## config.mk

```make
export PLATFORM = sky130hd
export DESIGN_NAME = rk4o_front
export DESIGN_NICKNAME = d
export VERILOG_FILES = /design/src/sv/assert_macros.svh /design/src/sv/rk4o_pkg.sv /design/src/sv/rk4o_front.sv
export SDC_FILE = /design/constraint.sdc
export NUM_CORES = 1
export LEC_CHECK = 0
export BUFFER_PORTS_ARGS = -buffer_cell sky130_fd_sc_hd__buf_2
export CAP_MARGIN = 20
export CELL_PAD_IN_SITES_DETAIL_PLACEMENT = 1
export CELL_PAD_IN_SITES_GLOBAL_PLACEMENT = 2
export CORE_MARGIN = 5
export CORE_UTILIZATION = 33
export DETAILED_ROUTE_END_ITERATION = 10
export GPL_ROUTABILITY_DRIVEN = 0
export PLACE_DENSITY = 0.86
export SETUP_SLACK_MARGIN = 0.3
export SLEW_MARGIN = 0
export SYNTH_ARGS = -nofsm -noshare
export SYNTH_HDL_FRONTEND = slang
export SYNTH_SLANG_ARGS = --single-unit
```

## constraint.sdc

```tcl
create_clock -name clk -period 12.4 [get_ports clk]
set_input_delay 1.86 -clock clk [delete_from_list [all_inputs] [get_ports clk]]
set_output_delay 1.86 -clock clk [all_outputs]
set_load 0.02 [all_outputs]
```

## src/sv/assert_macros.svh

```systemverilog
// ----------------------------------------------------------------------------
// Assertion macros
// Shared concurrent assertion wrappers, clocked on clk, disabled in reset.
// ----------------------------------------------------------------------------
`ifndef ASSERT_MACROS_SVH
`define ASSERT_MACROS_SVH

`ifndef SYNTH
// property must hold at every edge outside reset
`define RK_ASSERT(label, prop) \
    label: assert property (@(posedge clk) disable iff (!rst_n) (prop)) \
        else $error("rk4o assertion failed");
// condition must never be seen outside reset
`define RK_ASSERT_NEVER(label, cond) \
    label: assert property (@(posedge clk) disable iff (!rst_n) !(cond)) \
        else $error("rk4o forbidden condition seen");
`else
`define RK_ASSERT(label, prop)
`define RK_ASSERT_NEVER(label, cond)
`endif

`endif

```

## src/sv/rk4o_pkg.sv

```systemverilog
// ----------------------------------------------------------------------------
// rk4o_pkg
// Types, constants and tables shared by the RK4 odometry unit.
// ----------------------------------------------------------------------------
package rk4o_pkg;

    localparam int ANGLE_BITS_DEF = 16;
    localparam int TRIG_ITER_DEF  = 16;

    localparam int TS_W    = 40;
    localparam int DT_W    = 24;
    localparam int SPEED_W = 16;
    localparam int YAW_W   = 16;
    localparam int OUT_W   = 32;
    localparam int ANG16_W = 16;

    localparam logic [DT_W-1:0] MAX_STEP_RESET = 24'd1000000;

    // round(2^56 / (2*pi*4.096e9))
    localparam logic [21:0] RATE_RECIP = 22'd2799883;
    localparam logic signed [33:0] CORDIC_GAIN = 34'sd652032874;

    // 1536000000 = 46875 * 2^15
    localparam logic [60:0] DISP_HALF    = 61'd768000000;
    localparam int          DISP_SHIFT   = 15;
    // ceil(2^59 / 46875); (n * DISP_RECIP) >> 59 == n / 46875 for n below 2^43
    localparam logic [43:0] DISP_RECIP    = 44'd12297829382474;
    localparam int          DISP_RECIP_SH = 59;

    localparam int IT_W = 5;   // covers the 24 table entries

    typedef struct packed {
        logic signed [YAW_W-1:0]   yaw_rate;
        logic signed [SPEED_W-1:0] linear_speed;
        logic [DT_W-1:0]           dt;
    } step_req_t;

    typedef struct packed {
        logic full;
        logic empty;
    } q_status_t;

    typedef enum logic [3:0] {
        ST_IDLE,
        ST_MUL1,
        ST_MUL2,
        ST_MUL3,
        ST_ANG,
        ST_CINIT,
        ST_CITER,
        ST_CDONE,
        ST_DMUL,
        ST_PMUL1,
        ST_PMUL2,
        ST_RINIT,
        ST_RMUL,
        ST_OUT
    } back_state_t;

    // atan(2^-i) in 2^32 units per turn
    function automatic logic signed [33:0] atan_turn(input logic [IT_W-1:0] i);
        logic signed [33:0] r;
        r = '0;
        case (i)
            5'd0:    r = 34'sd536870912;
            5'd1:    r = 34'sd316933406;
            5'd2:    r = 34'sd167458907;
            5'd3:    r = 34'sd85004756;
            5'd4:    r = 34'sd42667331;
            5'd5:    r = 34'sd21354465;
            5'd6:    r = 34'sd10679838;
            5'd7:    r = 34'sd5340245;
            5'd8:    r = 34'sd2670163;
            5'd9:    r = 34'sd1335087;
            5'd10:   r = 34'sd667544;
            5'd11:   r = 34'sd333772;
            5'd12:   r = 34'sd166886;
            5'd13:   r = 34'sd83443;
            5'd14:   r = 34'sd41722;
            5'd15:   r = 34'sd20861;
            5'd16:   r = 34'sd10430;
            5'd17:   r = 34'sd5215;
            5'd18:   r = 34'sd2608;
            5'd19:   r = 34'sd1304;
            5'd20:   r = 34'sd652;
            5'd21:   r = 34'sd326;
            5'd22:   r = 34'sd163;
            5'd23:   r = 34'sd81;
            default: r = '0;
        endcase
        return r;
    endfunction

endpackage

```

## src/sv/rk4o_front.sv

```systemverilog
// ----------------------------------------------------------------------------
// rk4o_front
// Takes samples, holds the step-time register and forms the clamped step time.
// ----------------------------------------------------------------------------
module rk4o_front
    import rk4o_pkg::*;
(
    input  logic                    clk,
    input  logic                    rst_n,
    input  logic                    s_axis_tvalid,
    output logic                    s_axis_tready,
    input  logic [71:0]             s_axis_tdata,
    input  logic                    cfg_valid,
    output logic                    cfg_ready,
    input  logic [DT_W-1:0]         cfg_data,
    input  q_status_t               q_status,
    output logic                    q_push,
    output step_req_t               q_item
);

    logic [TS_W-1:0] last_ts_reg, last_ts_next;
    logic            have_prev_reg, have_prev_next;
    logic [DT_W-1:0] max_step_reg, max_step_next;

    logic [TS_W-1:0] ts;
    logic [TS_W-1:0] gap;
    logic            accept;

    assign ts            = s_axis_tdata[39:0];
    assign s_axis_tready = !q_status.full;
    assign accept        = s_axis_tvalid && s_axis_tready;
    assign cfg_ready     = 1'b1;
    assign gap           = ts - last_ts_reg;

    always_comb
    begin
        q_item.linear_speed = s_axis_tdata[55:40];
        q_item.yaw_rate     = s_axis_tdata[71:56];
        if (!have_prev_reg)
        begin
            q_item.dt = '0;
        end
        else if (gap > {{(TS_W-DT_W){1'b0}}, max_step_reg})
        begin
            q_item.dt = max_step_reg;
        end
        else
        begin
            q_item.dt = gap[DT_W-1:0];
        end
    end

    assign q_push = accept;

    always_comb
    begin
        last_ts_next   = last_ts_reg;
        have_prev_next = have_prev_reg;
        max_step_next  = max_step_reg;
        if (accept)
        begin
            last_ts_next   = ts;
            have_prev_next = 1'b1;
        end
        if (cfg_valid && cfg_ready)
        begin
            max_step_next = cfg_data;
        end
    end

    always_ff @(posedge clk or negedge rst_n)
    begin
        if (!rst_n)
        begin
            last_ts_reg   <= '0;
            have_prev_reg <= 1'b0;
            max_step_reg  <= MAX_STEP_RESET;
        end
        else
        begin
            last_ts_reg   <= last_ts_next;
            have_prev_reg <= have_prev_next;
            max_step_reg  <= max_step_next;
        end
    end

endmodule

```

==> flow_metrics.py <==
metrics = {
    "run_status": {
        "status": "complete, no violations",
    },
    "synthesis": {
        "yosys-top-cells-area": "dfrtp_1 (23%), ha_1 (12%), o21ai_0 (6.9%)",
        "ys.flop_type": "dfrtp_1",
        "yosysTopAreaCell": "dfrtp_1",
        "async_flop_share": 1.00,
        "synth.top_cell.area_share": 0.228,
        "netlist_area_um2": 6360,
        "synth_warnings": 0,
        "syn_inst": 827,
        "synth_edf_count": 0,
        "synth_area_per_cell_um2": 7.69,
        "synth_nets": 993,
        "ys_seq_area_frac": 0.257,
        "synthDistinctLibCells": 68,
        "ys_ff_latch": 65,
    },
    "setup_path": {
        "r2r_slack_ns": 11.23,
        "regToRegStartpoint": "have_prev_reg",
        "rr_endpoint": "have_prev_reg",
        "worstSetupEndpoint": "q_item[6]",
        "reg2reg_depth": 1,
        "critical_path.max_fanout": 23,
        "crit_path_end_kind": "primary output",
        "worstSetupPathType": "primary input to primary output",
        "cp.required_ns": 10.54,
        "cp-startpoint": "s_axis_tdata[0]",
        "worstPathArrival_ns": 7.58,
        "critPathLaunchType": "primary input",
    },
    "cts": {
        "cts.clk_slew.worst_paths_ns": 0.06,
        "clock_sinks": 65,
        "post_cts_buffers": 0,
        "root_buffer": "clkbuf_16",
        "clk_path_buf_depth": 2,
        "clock_latency_ns": 0.35,
        "htreeDepth": 3,
        "tritoncts": "yes",
        "numCtsBuffers": 9,
        "holdBufCountCts": 0,
        "cts_resized": 0,
    },
    "layout": {
        "final_cell_mix": "nand2_1 (108), buf_2 (94), o21ai_0 (88)",
        "multi_input_comb_area_um2": 4020,
        "largest_reg_flops": 40,
        "final_area_um2": 7050,
        "num_antenna_cells": 0,
        "n_fill_cell": 2347,
        "area_growth_syn_to_layout_pct": 10.9,
        "ff_latch_area_um2": 1640,
        "final_common_cell": "nand2_1",
        "drive_gt1_frac": 0.162,
        "final_nets": 1025,
    },
    "sta": {
        "final_max_slew_viol_count": 0,
        "hold_viol": 0,
        "whs_ns": 0.522,
        "min_period_ns": 9.44,
        "finClkSkew_ns": 0,
        "setup_slack_ns": 2.96,
        "post-route-period-util": 0.761,
        "max_freq_mhz": 106,
        "rsz0062_at_grt": "no",
        "fin_tns_setup_ns": 0,
        "relSlewSlack": 0.341,
        "worst_pin_slew_ns": 0.988,
        "report.final.setup_viol": 0,
    },
    "die": {
        "start_util": 0.338,
        "core_um2": 18800,
        "row_count": 50,
        "die_area_um2": 22100,
        "die_w_um": 149,
        "fp.dieH_um": 149,
        "io-pin-count": 161,
    },
    "place": {
        "dp_hpwl_um": 15000,
        "placed_cell_area_um2": 6760,
        "io_buffers": 94,
        "dpl_worst_slack_ns": 3.16,
    },
    "global_routing": {
        "grt_overflow": 0,
        "antenna_found_initial": 0,
        "track_usage": 0.181,
        "grt_pass1_wl_um": 32600,
        "grt_pass1_vias": 6299,
        "grt_max_degree": 81,
    },
    "worst_hold_path": {
        "min_path_type": "flop to flop",
    },
    "pwr": {
        "p_per_area_nw_per_um2": 138,
        "vdd_drop_max_mv": 0.0757,
        "p_leak_nw": 3.15,
    },
    "route": {
        "drc_errors": 0,
        "vias": 5969,
        "drt-pass1-iter-count": 4,
        "final_antenna_net_count": 0,
        "wl_um": 19700,
        "drt_iter0_drc": 247,
        "routedWlPerCell_um": 17.5,
        "viasPerCell": 5.31,
    },
    "job": {
        "cap_violations": 0,
    },
}
-- synth_stat cells (4+ instances only) --
master,count
a211oi_1,4
mux2_2,5
clkbuf_1,36
a21boi_1,22
nor4_1,6
dfrtp_1,58
o21ai_0,88
xor2_1,12
dfstp_2,7
nand3_1,12
nor2_1,36
o31ai_1,24
o21a_1,13
xnor2_1,16
buf_2,7
nand2_1,108
ha_1,63
buf_4,33
o211ai_1,6
nand2b_1,5
nor2b_1,4
and3_1,5
and4_1,4
inv_1,71
a31oi_1,7
o21ai_1,8
a21o_1,8
nand4_1,37
a21oi_1,60
-- worst max-delay path, stage by stage --
cell	delay (ns)
buf_2	0.10
inv_1	0.04
ha_1	0.21
fa_1	0.39
and2b_1	0.24
o2111ai_1	0.13
a21oi_1	0.23
a211oi_2	0.11
o41ai_1	0.76
xor2_1	0.19
ha_1	0.35
nand4_1	0.12
nor4_1	0.54
a31oi_1	0.28
nor4_1	0.38
and4_1	0.91
nand4_1	0.25
a21boi_1	0.26
buf_2	0.21
-- worst min path at each step --
stage,start,end,slack (ns),cells past startpoint
3_3_place_gp,last_ts_reg[0],last_ts_reg[0],0.50,1
3_5_place_dp,last_ts_reg[0],last_ts_reg[0],0.51,1
2_1_floorplan,last_ts_reg[0],last_ts_reg[0],0.48,1
5_1_grt,max_step_reg[9],max_step_reg[9],0.55,2
4_1_cts,last_ts_reg[0],last_ts_reg[0],0.53,1
6_report,last_ts_reg[0],last_ts_reg[0],0.52,1
-- final cells by class --
| type | count | area share |
|---|---|---|
| tap | 260 | 0.0461 |
| inverter | 71 | 0.0378 |
| timing repair buffer | 100 | 0.0731 |
| clock buffer | 13 | 0.0355 |
| sequential | 65 | 0.232 |
| clock inverter | 3 | 0.00568 |
| multi-input combinational | 612 | 0.570 |
-- power breakdown --
group / internal [W] / switching, W / total [W]
registers: 0.000238 / 0.00000860 / 0.000246
clock network: 0.000161 / 0.000101 / 0.000261
logic: 0.000169 / 0.000300 / 0.000469
-- metrics by stage --
| step | utilization | instances | total power (W) |
|---|---|---|---|
| 3_5_place_dp | 0.359 | 1108 | 0.000717 |
| 4_1_cts | 0.374 | 1124 | 0.000987 |
| 2_1_floorplan | - | 827 | 0.000596 |
| 5_1_grt | 0.374 | 1124 | 0.00105 |
| 6_report | 0.374 | 1124 | 0.000976 |
| 3_3_place_gp | 0.359 | 1108 | 0.000708 |
-- kinds of logic (layout without fill, tap and decap cells) --
| family | after synthesis | after routing | synth area share |
|---|---|---|---|
| flops | 65 | 65 | 0.257 |
| other cells | 1 | 1 | 0.000590 |
| mux | 9 | 9 | 0.0154 |
| xor+xnor | 28 | 28 | 0.0386 |
| fa+ha+maj | 64 | 64 | 0.127 |
| simple gates | 236 | 236 | 0.180 |
| buf+inv | 150 | 187 | 0.113 |
| compound gates | 274 | 274 | 0.268 |
-- per-layer routing --
metal / track usage / vias up / wire (µm)
li1: - / 2977 / -
met1: 0.227 / 2878 / 8800
met2: 0.323 / 97 / 9790
met3: 0.0322 / 17 / 831
met4: 0.0449 / 0 / 260
met5: 0 / - / 0
No activity file was read; power rests on OpenSTA's default activity.
