File: config.mk
export PLATFORM = sky130hd
export DESIGN_NAME = rk4o_fifo
export DESIGN_NICKNAME = d
export VERILOG_FILES = /design/src/sv/rk4o_pkg.sv /design/src/sv/rk4o_fifo.sv
export VERILOG_INCLUDE_DIRS = /design/src /design/src/sv
export SDC_FILE = /design/constraint.sdc
export NUM_CORES = 1
export LEC_CHECK = 0
export BUFFER_PORTS_ARGS = -buffer_cell sky130_fd_sc_hd__buf_2
export CORE_ASPECT_RATIO = 1.4
export CORE_MARGIN = 10
export CORE_UTILIZATION = 52
export CTS_BUF_LIST = sky130_fd_sc_hd__clkbuf_8
export DETAILED_ROUTE_END_ITERATION = 8
export HOLD_SLACK_MARGIN = 0.08
export PLACE_DENSITY = 0.79
export SYNTH_ARGS = -nofsm -noshare
export SYNTH_HDL_FRONTEND = slang
export SYNTH_SLANG_ARGS = --single-unit
File: constraint.sdc
create_clock -name clk -period 4.2 [get_ports clk]
set_clock_uncertainty 0.15 [all_clocks]
set_input_delay 0.84 -clock clk [delete_from_list [all_inputs] [get_ports clk]]
set_output_delay 0.84 -clock clk [all_outputs]
set_load 0.03 [all_outputs]
File: src/sv/assert_macros.svh
// ----------------------------------------------------------------------------
// Assertion macros
// Shared concurrent assertion wrappers, clocked on clk, disabled in reset.
// ----------------------------------------------------------------------------
`ifndef ASSERT_MACROS_SVH
`define ASSERT_MACROS_SVH

`ifndef SYNTH
// property must hold at every edge outside reset
`define RK_ASSERT(label, prop) \
    label: assert property (@(posedge clk) disable iff (!rst_n) (prop)) \
        else $error("rk4o assertion failed");
// condition must never be seen outside reset
`define RK_ASSERT_NEVER(label, cond) \
    label: assert property (@(posedge clk) disable iff (!rst_n) !(cond)) \
        else $error("rk4o forbidden condition seen");
`else
`define RK_ASSERT(label, prop)
`define RK_ASSERT_NEVER(label, cond)
`endif

`endif

File: src/sv/rk4o_pkg.sv
// ----------------------------------------------------------------------------
// rk4o_pkg
// Types, constants and tables shared by the RK4 odometry unit.
// ----------------------------------------------------------------------------
package rk4o_pkg;

    localparam int ANGLE_BITS_DEF = 16;
    localparam int TRIG_ITER_DEF  = 16;

    localparam int TS_W    = 40;
    localparam int DT_W    = 24;
    localparam int SPEED_W = 16;
    localparam int YAW_W   = 16;
    localparam int OUT_W   = 32;
    localparam int ANG16_W = 16;

    localparam logic [DT_W-1:0] MAX_STEP_RESET = 24'd1000000;

    // round(2^56 / (2*pi*4.096e9))
    localparam logic [21:0] RATE_RECIP = 22'd2799883;
    localparam logic signed [33:0] CORDIC_GAIN = 34'sd652032874;

    // 1536000000 = 46875 * 2^15
    localparam logic [60:0] DISP_HALF    = 61'd768000000;
    localparam int          DISP_SHIFT   = 15;
    // ceil(2^59 / 46875); (n * DISP_RECIP) >> 59 == n / 46875 for n below 2^43
    localparam logic [43:0] DISP_RECIP    = 44'd12297829382474;
    localparam int          DISP_RECIP_SH = 59;

    localparam int IT_W = 5;   // covers the 24 table entries

    typedef struct packed {
        logic signed [YAW_W-1:0]   yaw_rate;
        logic signed [SPEED_W-1:0] linear_speed;
        logic [DT_W-1:0]           dt;
    } step_req_t;

    typedef struct packed {
        logic full;
        logic empty;
    } q_status_t;

    typedef enum logic [3:0] {
        ST_IDLE,
        ST_MUL1,
        ST_MUL2,
        ST_MUL3,
        ST_ANG,
        ST_CINIT,
        ST_CITER,
        ST_CDONE,
        ST_DMUL,
        ST_PMUL1,
        ST_PMUL2,
        ST_RINIT,
        ST_RMUL,
        ST_OUT
    } back_state_t;

    // atan(2^-i) in 2^32 units per turn
    function automatic logic signed [33:0] atan_turn(input logic [IT_W-1:0] i);
        logic signed [33:0] r;
        r = '0;
        case (i)
            5'd0:    r = 34'sd536870912;
            5'd1:    r = 34'sd316933406;
            5'd2:    r = 34'sd167458907;
            5'd3:    r = 34'sd85004756;
            5'd4:    r = 34'sd42667331;
            5'd5:    r = 34'sd21354465;
            5'd6:    r = 34'sd10679838;
            5'd7:    r = 34'sd5340245;
            5'd8:    r = 34'sd2670163;
            5'd9:    r = 34'sd1335087;
            5'd10:   r = 34'sd667544;
            5'd11:   r = 34'sd333772;
            5'd12:   r = 34'sd166886;
            5'd13:   r = 34'sd83443;
            5'd14:   r = 34'sd41722;
            5'd15:   r = 34'sd20861;
            5'd16:   r = 34'sd10430;
            5'd17:   r = 34'sd5215;
            5'd18:   r = 34'sd2608;
            5'd19:   r = 34'sd1304;
            5'd20:   r = 34'sd652;
            5'd21:   r = 34'sd326;
            5'd22:   r = 34'sd163;
            5'd23:   r = 34'sd81;
            default: r = '0;
        endcase
        return r;
    endfunction

endpackage

File: src/sv/rk4o_fifo.sv
// ----------------------------------------------------------------------------
// rk4o_fifo
// Two-entry request queue between the front and the integrator.
// ----------------------------------------------------------------------------
`include "assert_macros.svh"

module rk4o_fifo
    import rk4o_pkg::*;
(
    input  logic      clk,
    input  logic      rst_n,
    input  logic      push,
    input  step_req_t push_item,
    input  logic      pop,
    output step_req_t pop_item,
    output q_status_t status
);

    step_req_t  mem_reg [2];
    logic       wr_ptr_reg, wr_ptr_next;
    logic       rd_ptr_reg, rd_ptr_next;
    logic [1:0] count_reg, count_next;

    assign status.full  = (count_reg == 2'd2);
    assign status.empty = (count_reg == 2'd0);
    assign pop_item     = mem_reg[rd_ptr_reg];

    always_comb
    begin
        wr_ptr_next = wr_ptr_reg;
        rd_ptr_next = rd_ptr_reg;
        count_next  = count_reg;
        if (push)
        begin
            wr_ptr_next = !wr_ptr_reg;
        end
        if (pop)
        begin
            rd_ptr_next = !rd_ptr_reg;
        end
        if (push && !pop)
        begin
            count_next = count_reg + 2'd1;
        end
        else if (pop && !push)
        begin
            count_next = count_reg - 2'd1;
        end
    end

    always_ff @(posedge clk)
    begin
        if (push)
        begin
            mem_reg[wr_ptr_reg] <= push_item;
        end
    end

    always_ff @(posedge clk or negedge rst_n)
    begin
        if (!rst_n)
        begin
            wr_ptr_reg <= 1'b0;
            rd_ptr_reg <= 1'b0;
            count_reg  <= '0;
        end
        else
        begin
            wr_ptr_reg <= wr_ptr_next;
            rd_ptr_reg <= rd_ptr_next;
            count_reg  <= count_next;
        end
    end

    `RK_ASSERT_NEVER(a_fifo_overflow, push && status.full && !pop)
    `RK_ASSERT_NEVER(a_fifo_underflow, pop && status.empty)
    `RK_ASSERT(a_fifo_ptrs, (count_reg == 2'd1) |-> (wr_ptr_reg != rd_ptr_reg))

endmodule

==> results.sh, run 1 <==
export IMPL_ys_seq_area_frac=0.797
export IMPL_synthTopCellsByCount="edfxtp_1, mux2_4, mux2_2"
export IMPL_placement_rows=39
export IMPL_post_route_util=0.674
export IMPL_syn_avg_cell_area_sq_um=22.9
export IMPL_drive_gt1_frac=0.609
export IMPL_drv_slew=0
export IMPL_synth_compound_area_frac=0
export IMPL_dr_pass1_iters=4
export IMPL_cpMaxStageDelayCell="dfrtp_4"
export IMPL_crit_path_cell_trace="mux2_2 > buf_2"
export IMPL_area_growth_pct=26.3
export IMPL_first_iter_violations=110
export IMPL_cp_data_arrival_time_ns=2.08
export IMPL_holdWs_ns=0.340
export IMPL_grt_pass1_vias=2394
export IMPL_worstSetupPathType="flip-flop to output port"
export IMPL_portBuffers=117
export IMPL_slowest_delay_ns=1.04
export IMPL_antenna_found_initial=2
export IMPL_grt_pass1_wl_um=12300
export IMPL_synth_top_area_share=0.774
export IMPL_dp_cells=407
export IMPL_synth_xor_area_share=0.0101
export IMPL_die_area_sq_um=12500
export IMPL_power_frac_comb=0.320
export IMPL_max_freq_mhz=326
export IMPL_final_setup_tns_ns=0
export IMPL_cts_htree_levels=4
export IMPL_ios=118
export IMPL_setup_viol_count_final=0
export IMPL_p_sw_frac=0.332
export IMPL_core_sq_um=8150
export IMPL_synth_edf_count=112
export IMPL_critPathMaxFanout=57
export IMPL_hp_class="flip-flop to flip-flop"
export IMPL_crit_buf_inv=1
export IMPL_numCtsBuffers=17
export IMPL_wl_met1_um=2700
export IMPL_slew_headroom=0.386
export IMPL_post_route_min_period_ns=3.07
export IMPL_finalHoldViolCount=0
export IMPL_finalWirelength_um=7980
export IMPL_synth_simple_area_share=0.00604
export IMPL_yosys_area_share_adder=0.00288
export IMPL_synth_area_mux_share=0.171
export IMPL_rsz0062_at_grt="false"
export IMPL_synth_fp_nets=251
export IMPL_numClockSinks=116
export IMPL_grt_overflow=0
export IMPL_ys_top_cells_by_area="edfxtp_1, mux2_4, mux2_2"
export IMPL_powerDensity_nw_per_um2=754
export IMPL_cts_root_buf="clkbuf_8"
export IMPL_synth_seq_cells=116
export IMPL_total_power_mw=4.14
export IMPL_cts_tree="built"
export IMPL_gp_congestion=0.746
export IMPL_wl_met2_um=4370
export IMPL_largest_reg_flops=112
export IMPL_cts_buffer_depth=2
export IMPL_avgRoutedWirePerCell_um=18.1
export IMPL_cts_hold_buf=1
export IMPL_postSynthCellCount=190
export IMPL_ys_warn_count=0
export IMPL_start_util=0.534
export IMPL_post_route_drc_count=0
export IMPL_grt_max_degree=58
export IMPL_die_h_um=128
export IMPL_top_layer="met5"
export IMPL_wl_met3_um=599
export IMPL_synth_cell_types=13
export IMPL_status="finished, final reports clean"
export IMPL_vias_per_cell=4.93
export IMPL_synth_most_common_cell="edfxtp_1"
export IMPL_layoutNonFillerInstCount=441
export IMPL_p_sw_mw=1.38
export IMPL_post_cts_buffers=0
export IMPL_worstSkewPairLatency_ns=0.42
export IMPL_seqPwrFrac=0.417
export IMPL_cp_end_kind="output port"
export IMPL_synth_top_family_by_area="multiplexers"
export IMPL_fin_crit_sh=0.730
export IMPL_syn_area_sq_um=4350
export IMPL_hpwl_um=5470
export IMPL_n_fill_cell=556
export IMPL_ant_nets=0
export IMPL_ys_flop_type="edfxtp_1"
export IMPL_crit_path_start_kind="flip-flop"
export IMPL_cpLargestDelayFamily="flip-flops"
export IMPL_maxCapViolCount=0
export IMPL_vdd_drop_max_mv=0.797
export IMPL_synth_area_leader_cell="edfxtp_1"
export IMPL_die_x_um=97.3
export IMPL_num_nets_final=386
export IMPL_vias=2175
export IMPL_internal_power_mw=2.77
export IMPL_required_ns=3.21
export IMPL_clkPwrFrac=0.263
export IMPL_async_flop_share=0.0345
export IMPL_clkTransAtPathRegs_ns=0.06
export IMPL_p_leak_nw=2.20
export IMPL_cts_resized=0
export IMPL_grt_usage=0.131
export IMPL_worst_pin_slew_ns=0.922
-- placed cells by master (no fill, tap or decap), types with 2 or more instances in the layout --
cell and n:
dfrtp_1 3, clkinv_1 4, clkinv_2 3, mux2_2 26, buf_4 4, bufinv_16 5, clkbuf_8 17, inv_1 3
edfxtp_1 112, mux2_4 30, xor2_1 4, nor2_1 2, buf_2 117
-- power by group through the flow --
stage | clock network, mW | logic [mW] | registers (mW)
final | 1.09 | 1.32 | 1.73
after global routing | 1.17 | 1.40 | 1.76
after CTS | 1.11 | 1.35 | 1.74
after detailed placement | 0 | 1.35 | 1.76
after global placement | 0 | 1.34 | 1.74
after floorplan | 0 | 1.13 | 1.62
-- worst register-to-register path, stage by stage (launching register included) --
cell and delay [ns]:
dfrtp_1 0.42, nor2b_4 0.64, buf_4 0.38
-- layout make-up --
cell class | count | area, sq um | share of cell area
Antenna cell | 1 | 2.50 | 0.000456
Sequential cell | 116 | 3470 | 0.631
Clock inverter | 15 | 195 | 0.0356
Timing Repair Buffer | 122 | 626 | 0.114
Clock buffer | 17 | 234 | 0.0426
Multi-Input combinational cell | 67 | 835 | 0.152
Tap cell | 102 | 128 | 0.0232
Inverter | 1 | 3.75 | 0.000684
-- final timing paths --
kind	cells past startpoint	slack (ns)	start	to
worst max-delay path	2	1.13	rd_ptr_reg	pop_item[49]
worst min-delay path	1	0.34	count_reg[1]	count_reg[1]
max in group asynchronous	2	3.13	rst_n	rd_ptr_reg
worst max register to register	2	2.30	wr_ptr_reg	mem_reg[0][8]
worst min register to register	1	0.34	count_reg[1]	count_reg[1]
min in group asynchronous	2	0.62	rst_n	count_reg[1]
-- metal layers --
| layer | vias up | global-route usage |
|---|---|---|
| met1 | 1048 | 0.117 |
| met5 | - | 0 |
| met3 | 22 | 0.0739 |
| li1 | 1023 | - |
| met2 | 80 | 0.224 |
| met4 | 2 | 0.0806 |
-- cells by family (layout without fill, tap and decap cells) --
| logic type | Yosys count | in the layout |
|---|---|---|
| fa+ha+maj | 1 | 1 |
| mux | 56 | 56 |
| buf+inv | 7 | 155 |
| flops | 116 | 116 |
| xor+xnor | 5 | 5 |
| simple gates | 5 | 5 |
| other cells | 0 | 1 |
-- metrics by stage --
stage,instance area (sq um),setup slack [ns]
after floorplan,4350,0.261
after detailed placement,5050,1.54
after CTS,5490,1.07
after global routing,5490,1.01
after global placement,5050,1.55
final,5490,1.13
Note: power is estimated with default switching activity, not from simulation.
==> run 2: changes to the inputs <==
ABC_AREA = 1   (was not set)
clock period = 2.95 ns   (was 4.2 ns; I/O delays follow)
==> run 2 against run 1 <==
Net effect:
- synthesized cell count increased by 4.7%
- clock power increased by 34%
- flip-flop and latch count unchanged
- non-clock buffer count increased by 1
- register-to-register slack got worse by 0.83 ns
- via count increased by 2.3%
- design area increased by 0.46%
- core utilization decreased by 0.096 points
- worst setup slack got worse by 0.98 ns
- routed wire length increased by 3.5%
- cell count increased by 2.0%
==> results.sh, run 2 <==
export IMPL_status="finished, final reports clean"
export IMPL_finalWirelength_um=8260
export IMPL_numClockSinks=116
export IMPL_synth_most_common_cell="edfxtp_1"
export IMPL_pre_cts_ws_ns=0.562
export IMPL_grt_pass1_vias=2472
export IMPL_total_power_mw=5.84
export IMPL_seqPwrFrac=0.414
export IMPL_largest_reg_flops=112
export IMPL_worstSetupPathType="flip-flop to output port"
export IMPL_dr_pass1_iters=4
export IMPL_avgRoutedWirePerCell_um=18.3
export IMPL_syn_area_sq_um=4370
export IMPL_layoutNonFillerInstCount=450
export IMPL_final_cell_mix="buf_2, edfxtp_1, mux2_4"
export IMPL_synth_edf_count=112
export IMPL_start_util=0.533
export IMPL_powerDensity_nw_per_um2=1060
export IMPL_ys_warn_count=0
export IMPL_worst_pin_slew_ns=0.664
export IMPL_hpwl_um=5980
export IMPL_internal_power_mw=3.88
export IMPL_post_cts_buffers=0
export IMPL_antenna_cells=0
export IMPL_cts_buffer_depth=2
export IMPL_ios=118
export IMPL_cpLargestDelayFamily="flip-flops"
export IMPL_hp_class="input pin to flip-flop"
export IMPL_grt_pass1_wl_um=12500
export IMPL_slew_headroom=0.557
export IMPL_ant_nets=0
export IMPL_clkPwrFrac=0.249
export IMPL_cts_tree="built"
export IMPL_cts_htree_levels=4
export IMPL_vdd_drop_max_mv=0.654
export IMPL_synth_top_area_share=0.770
export IMPL_crit_buf_inv=2
export IMPL_drive_gt1_frac=0.598
export IMPL_clkTransAtPathRegs_ns=0.07
export IMPL_post_route_drc_count=0
export IMPL_worstSkewPairLatency_ns=0.41
export IMPL_required_ns=2.21
export IMPL_cp_data_arrival_time_ns=2.06
export IMPL_grt_usage=0.130
export IMPL_cts_hold_buf=1
export IMPL_drv_slew=0
export IMPL_synth_fp_nets=260
export IMPL_synth_area_leader_cell="edfxtp_1"
export IMPL_final_setup_tns_ns=0
export IMPL_async_flop_share=0.0345
export IMPL_post_route_util=0.673
export IMPL_critPathMaxFanout=41
export IMPL_n_fill_cell=577
export IMPL_stdcell_area_sq_um=5520
export IMPL_numCtsBuffers=17
export IMPL_slowest_delay_ns=0.86
export IMPL_cpMaxStageDelayCell="dfrtp_4"
export IMPL_cts_root_buf="clkbuf_8"
export IMPL_p_leak_nw=2.24
export IMPL_rsz0062_at_grt="false"
export IMPL_p_sw_mw=1.97
export IMPL_ys_flop_type="edfxtp_1"
export IMPL_holdWs_ns=0.210
export IMPL_power_frac_comb=0.336
export IMPL_max_freq_mhz=357
export IMPL_placed_area_sq_um=5100
export IMPL_die_h_um=128
export IMPL_post_route_min_period_ns=2.80
export IMPL_ys_seq_area_frac=0.793
export IMPL_cts_resized=0
export IMPL_placement_rows=39
export IMPL_p_sw_frac=0.337
export IMPL_fin_crit_sh=0.949
export IMPL_synthTopCellsByCount="edfxtp_1, mux2_4, mux2_2, inv_1, nand2_1"
export IMPL_postSynthCellCount=199
export IMPL_final_common_cell="buf_2"
export IMPL_crit_path_cell_trace="buf_12 > mux2_2 > buf_2"
export IMPL_die_area_sq_um=12500
export IMPL_portBuffers=117
export IMPL_die_x_um=97.5
export IMPL_grt_overflow=0
export IMPL_gp_congestion=0.803
export IMPL_syn_avg_cell_area_sq_um=21.9
export IMPL_vias_per_cell=4.94
export IMPL_antenna_found_initial=0
export IMPL_grt_max_degree=42
export IMPL_synth_seq_cells=116
export IMPL_ys_top_cells_by_area="edfxtp_1, mux2_4, mux2_2"
export IMPL_core_sq_um=8200
export IMPL_dp_cells=417
export IMPL_vias=2225
export IMPL_maxCapViolCount=0
export IMPL_area_growth_pct=26.3
export IMPL_cp_end_kind="output port"
export IMPL_num_nets_final=396
export IMPL_setup_viol_count_final=0
export IMPL_first_iter_violations=122
export IMPL_synth_cell_types=14
export IMPL_worst_slack_ns=0.152
export IMPL_finalHoldViolCount=0
export IMPL_crit_path_start_kind="flip-flop"
## run 2: cell type report
| cell class | count | area (sq um) | share of cell area |
|---|---|---|---|
| Tap cell | 102 | 128 | 0.0231 |
| Multi-Input combinational cell | 70 | 831 | 0.151 |
| Clock inverter | 15 | 171 | 0.0311 |
| Inverter | 7 | 26.3 | 0.00476 |
| Clock buffer | 17 | 234 | 0.0424 |
| Sequential cell | 116 | 3470 | 0.629 |
| Timing Repair Buffer | 123 | 658 | 0.119 |
## run 2: worst reg2reg max path, stage by stage, from the launching register on
cell and delay, ns:
dfrtp_1 0.43, nand2_1 0.09, inv_2 0.11, buf_4 0.35
## run 2: power groups by stage
stage | Combinational, mW | Clock [mW] | Sequential (mW)
5_1_grt | 2.08 | 1.56 | 2.46
2_1_floorplan | 1.62 | 0 | 2.30
3_5_place_dp | 2.00 | 0 | 2.47
4_1_cts | 2.01 | 1.49 | 2.43
3_3_place_gp | 1.97 | 0 | 2.44
6_report | 1.96 | 1.46 | 2.42
## run 2: metal layers
layer / up-vias / GRT usage / routed length, um / part of all wire
met5: - / 0 / 0 / 0
met4: 0 / 0.0626 / 155 / 0.019
met3: 13 / 0.0557 / 519 / 0.063
met2: 74 / 0.245 / 4760 / 0.58
met1: 1092 / 0.117 / 2820 / 0.34
li1: 1046 / - / - / -
## run 2: cell families after synthesis
kind of cell,count (synthesis),synth area share
adder cells (fa/ha/maj),1,0.00286
AND/OR/NAND/NOR,10,0.00945
flip-flops,116,0.793
multiplexers,56,0.170
buffers and inverters,13,0.0186
XOR/XNOR,3,0.00602
## run 2: final timing paths
check                           slack [ns]              to    startpoint  cells past startpoint
worst max register to register        1.47  mem_reg[1][17]    wr_ptr_reg                      3
max in group asynchronous             2.13      rd_ptr_reg         rst_n                      2
worst min register to register        0.37    count_reg[1]  count_reg[1]                      2
worst max-delay path                  0.15    pop_item[40]    rd_ptr_reg                      3
min in group asynchronous             0.38      rd_ptr_reg         rst_n                      2
worst min-delay path                  0.21      rd_ptr_reg           pop                      2
==> run 3: changes to the inputs <==
==> constraint.sdc (replaced) <==
create_clock -name clk -period 3 [get_ports clk]
set_clock_uncertainty 0.15 [all_clocks]
set_input_delay 0.6 -clock clk [delete_from_list [all_inputs] [get_ports clk]]
set_output_delay 0.6 -clock clk [all_outputs]
set_load 0.05 [all_outputs]
==> run 3 against run 2 <==
Net effect:
- routed wire length grew 1.4%
- core utilization down 1.1 points
- design area down 1.6%
- non-clock buffer count decreased by 1
- critical endpoint is now pop_item[0]
- clock-buffer cell count is the same
- sequential power fell by 5%
- flip-flop and latch count is the same
- clock power is 23% lower
- total power grew 2.1%
- worst hold slack improved by 0.022 ns
==> results.sh, run 3 (same netlist as run 2, synthesis figures left out) <==
export IMPL_status="finished, final reports clean"
export IMPL_clkTransAtPathRegs_ns=0.06
export IMPL_ios=118
export IMPL_multi_input_area_sq_um=831
export IMPL_core_sq_um=8200
export IMPL_crit_end="pop_item[0]"
export IMPL_r2r_end="mem_reg[1][41]"
export IMPL_cts_resized=0
export IMPL_drv_slew=0
export IMPL_met1_usage=0.122
export IMPL_dr_pass1_iters=4
export IMPL_grt_pass1_wl_um=13000
export IMPL_drive_gt1_frac=0.582
export IMPL_grt_use_met3=0.0648
export IMPL_powerDensity_nw_per_um2=1100
export IMPL_finalHoldViolCount=0
export IMPL_n_fill_cell=621
export IMPL_crit_buf_inv=2
export IMPL_crit_start="rd_ptr_reg"
export IMPL_slowest_delay_ns=0.59
export IMPL_reg2regPathDepth=3
export IMPL_cts_root_buf="clkbuf_8"
export IMPL_portBuffers=117
export IMPL_dp_cells=416
export IMPL_rsz0062_at_grt="false"
export IMPL_die_area_sq_um=12500
export IMPL_p_leak_nw=2.21
export IMPL_vias_per_cell=4.98
export IMPL_num_nets_final=395
export IMPL_grt_pass1_vias=2563
export IMPL_die_x_um=97.5
export IMPL_final_common_cell="buf_2"
export IMPL_post_route_min_period_ns=2.69
export IMPL_fin_crit_sh=0.898
export IMPL_grt_use_met2=0.242
export IMPL_hp_class="input pin to flip-flop"
export IMPL_worst_path_stages=3
export IMPL_cts_htree_levels=4
export IMPL_crit_path_cell_trace="buf_12 > mux2_2 > buf_2"
export IMPL_slew_headroom=0.640
export IMPL_maxCapViolCount=0
export IMPL_die_h_um=128
export IMPL_post_cts_buffers=0
export IMPL_crit_path_start_kind="flip-flop"
export IMPL_gp_congestion=0.725
export IMPL_cts_tree="built"
export IMPL_setup_viol_count_final=0
export IMPL_vias=2241
export IMPL_grt_usage=0.136
export IMPL_avgRoutedWirePerCell_um=18.6
export IMPL_start_util=0.533
export IMPL_cpLargestDelayFamily="flip-flops"
export IMPL_required_ns=2.25
export IMPL_worst_pin_slew_ns=0.540
export IMPL_cpMaxStageDelayCell="dfrtp_4"
export IMPL_grt_overflow=0
export IMPL_regArea_sq_um=3470
export IMPL_rrSetupSlack_ns=1.21
export IMPL_rr_startpoint="wr_ptr_reg"
export IMPL_antenna_found_initial=2
export IMPL_cts_hold_buf=1
export IMPL_busiest_layer="met2"
export IMPL_final_cell_mix="buf_2, edfxtp_1, mux2_4"
export IMPL_hold_path_depth=1
export IMPL_numCtsBuffers=17
export IMPL_area_growth_pct=24.2
export IMPL_placement_rows=39
export IMPL_hpwl_um=6010
export IMPL_worstSetupPathType="flip-flop to output port"
export IMPL_max_freq_mhz=371
export IMPL_grt_max_degree=57
export IMPL_post_route_drc_count=0
export IMPL_worstSkewPairLatency_ns=0.40
export IMPL_first_iter_violations=133
export IMPL_numClockSinks=116
export IMPL_ant_nets=0
export IMPL_vdd_drop_max_mv=0.589
export IMPL_cts_buffer_depth=2
export IMPL_cp_end_kind="output port"
export IMPL_largest_reg_flops=112
export IMPL_cp_data_arrival_time_ns=1.94
export IMPL_final_setup_tns_ns=0
export IMPL_layoutNonFillerInstCount=450
export IMPL_finalWirelength_um=8370
export IMPL_critPathMaxFanout=44
run 3: cell count changes in the layout (fill, tap and decap cells not counted), sizes merged:
cell / previous run / this run
inv: 9 / 15
clkinv: 8 / 6
buf: 122 / 121
bufinv: 4 / 1
diode: 0 / 1
clkinvlp: 1 / 0
run 3: how the worst min path moves through the flow:
stage / start / slack [ns] / endpoint
after floorplan: rst_n / 0.15 / count_reg[0]
after global placement: rst_n / 0.27 / count_reg[0]
after detailed placement: rst_n / 0.27 / count_reg[0]
after CTS: push_item[42] / 0.19 / mem_reg[0][42]
after global routing: push_item[3] / 0.19 / mem_reg[0][3]
final: push_item[43] / 0.23 / mem_reg[0][43]
run 3: area by class of cell:
cell class / count / share of cell area
Antenna cell: 1 / 0.000461
Tap cell: 102 / 0.0235
Clock buffer: 17 / 0.0431
Clock inverter: 15 / 0.0161
Sequential cell: 116 / 0.639
Inverter: 7 / 0.00484
Timing Repair Buffer: 122 / 0.120
Multi-Input combinational cell: 70 / 0.153
run 3: through the flow:
step / area, sq um / total power [mW] / utilization / setup WS, ns / hold slack [ns]
2_1_floorplan: 4370 / 4.37 / - / 0.355 / 0.154
3_3_place_gp: 5090 / 4.85 / 0.621 / 0.731 / 0.270
3_5_place_dp: 5090 / 4.91 / 0.621 / 0.715 / 0.271
4_1_cts: 5420 / 6.06 / 0.662 / 0.251 / 0.193
5_1_grt: 5430 / 6.23 / 0.662 / 0.192 / 0.185
6_report: 5430 / 5.96 / 0.662 / 0.305 / 0.232
run 3: metal layers:
| layer | wire length, um | vias up |
|---|---|---|
| li1 | - | 1048 |
| met1 | 2780 | 1091 |
| met2 | 4750 | 82 |
| met3 | 600 | 18 |
| met4 | 240 | 2 |
| met5 | 7 | - |
run 3: where the power goes:
| part | internal (mW) | switching [mW] | total (mW) |
|---|---|---|---|
| logic | 0.767 | 1.76 | 2.53 |
| registers | 2.16 | 0.142 | 2.30 |
| clock network | 0.615 | 0.519 | 1.13 |
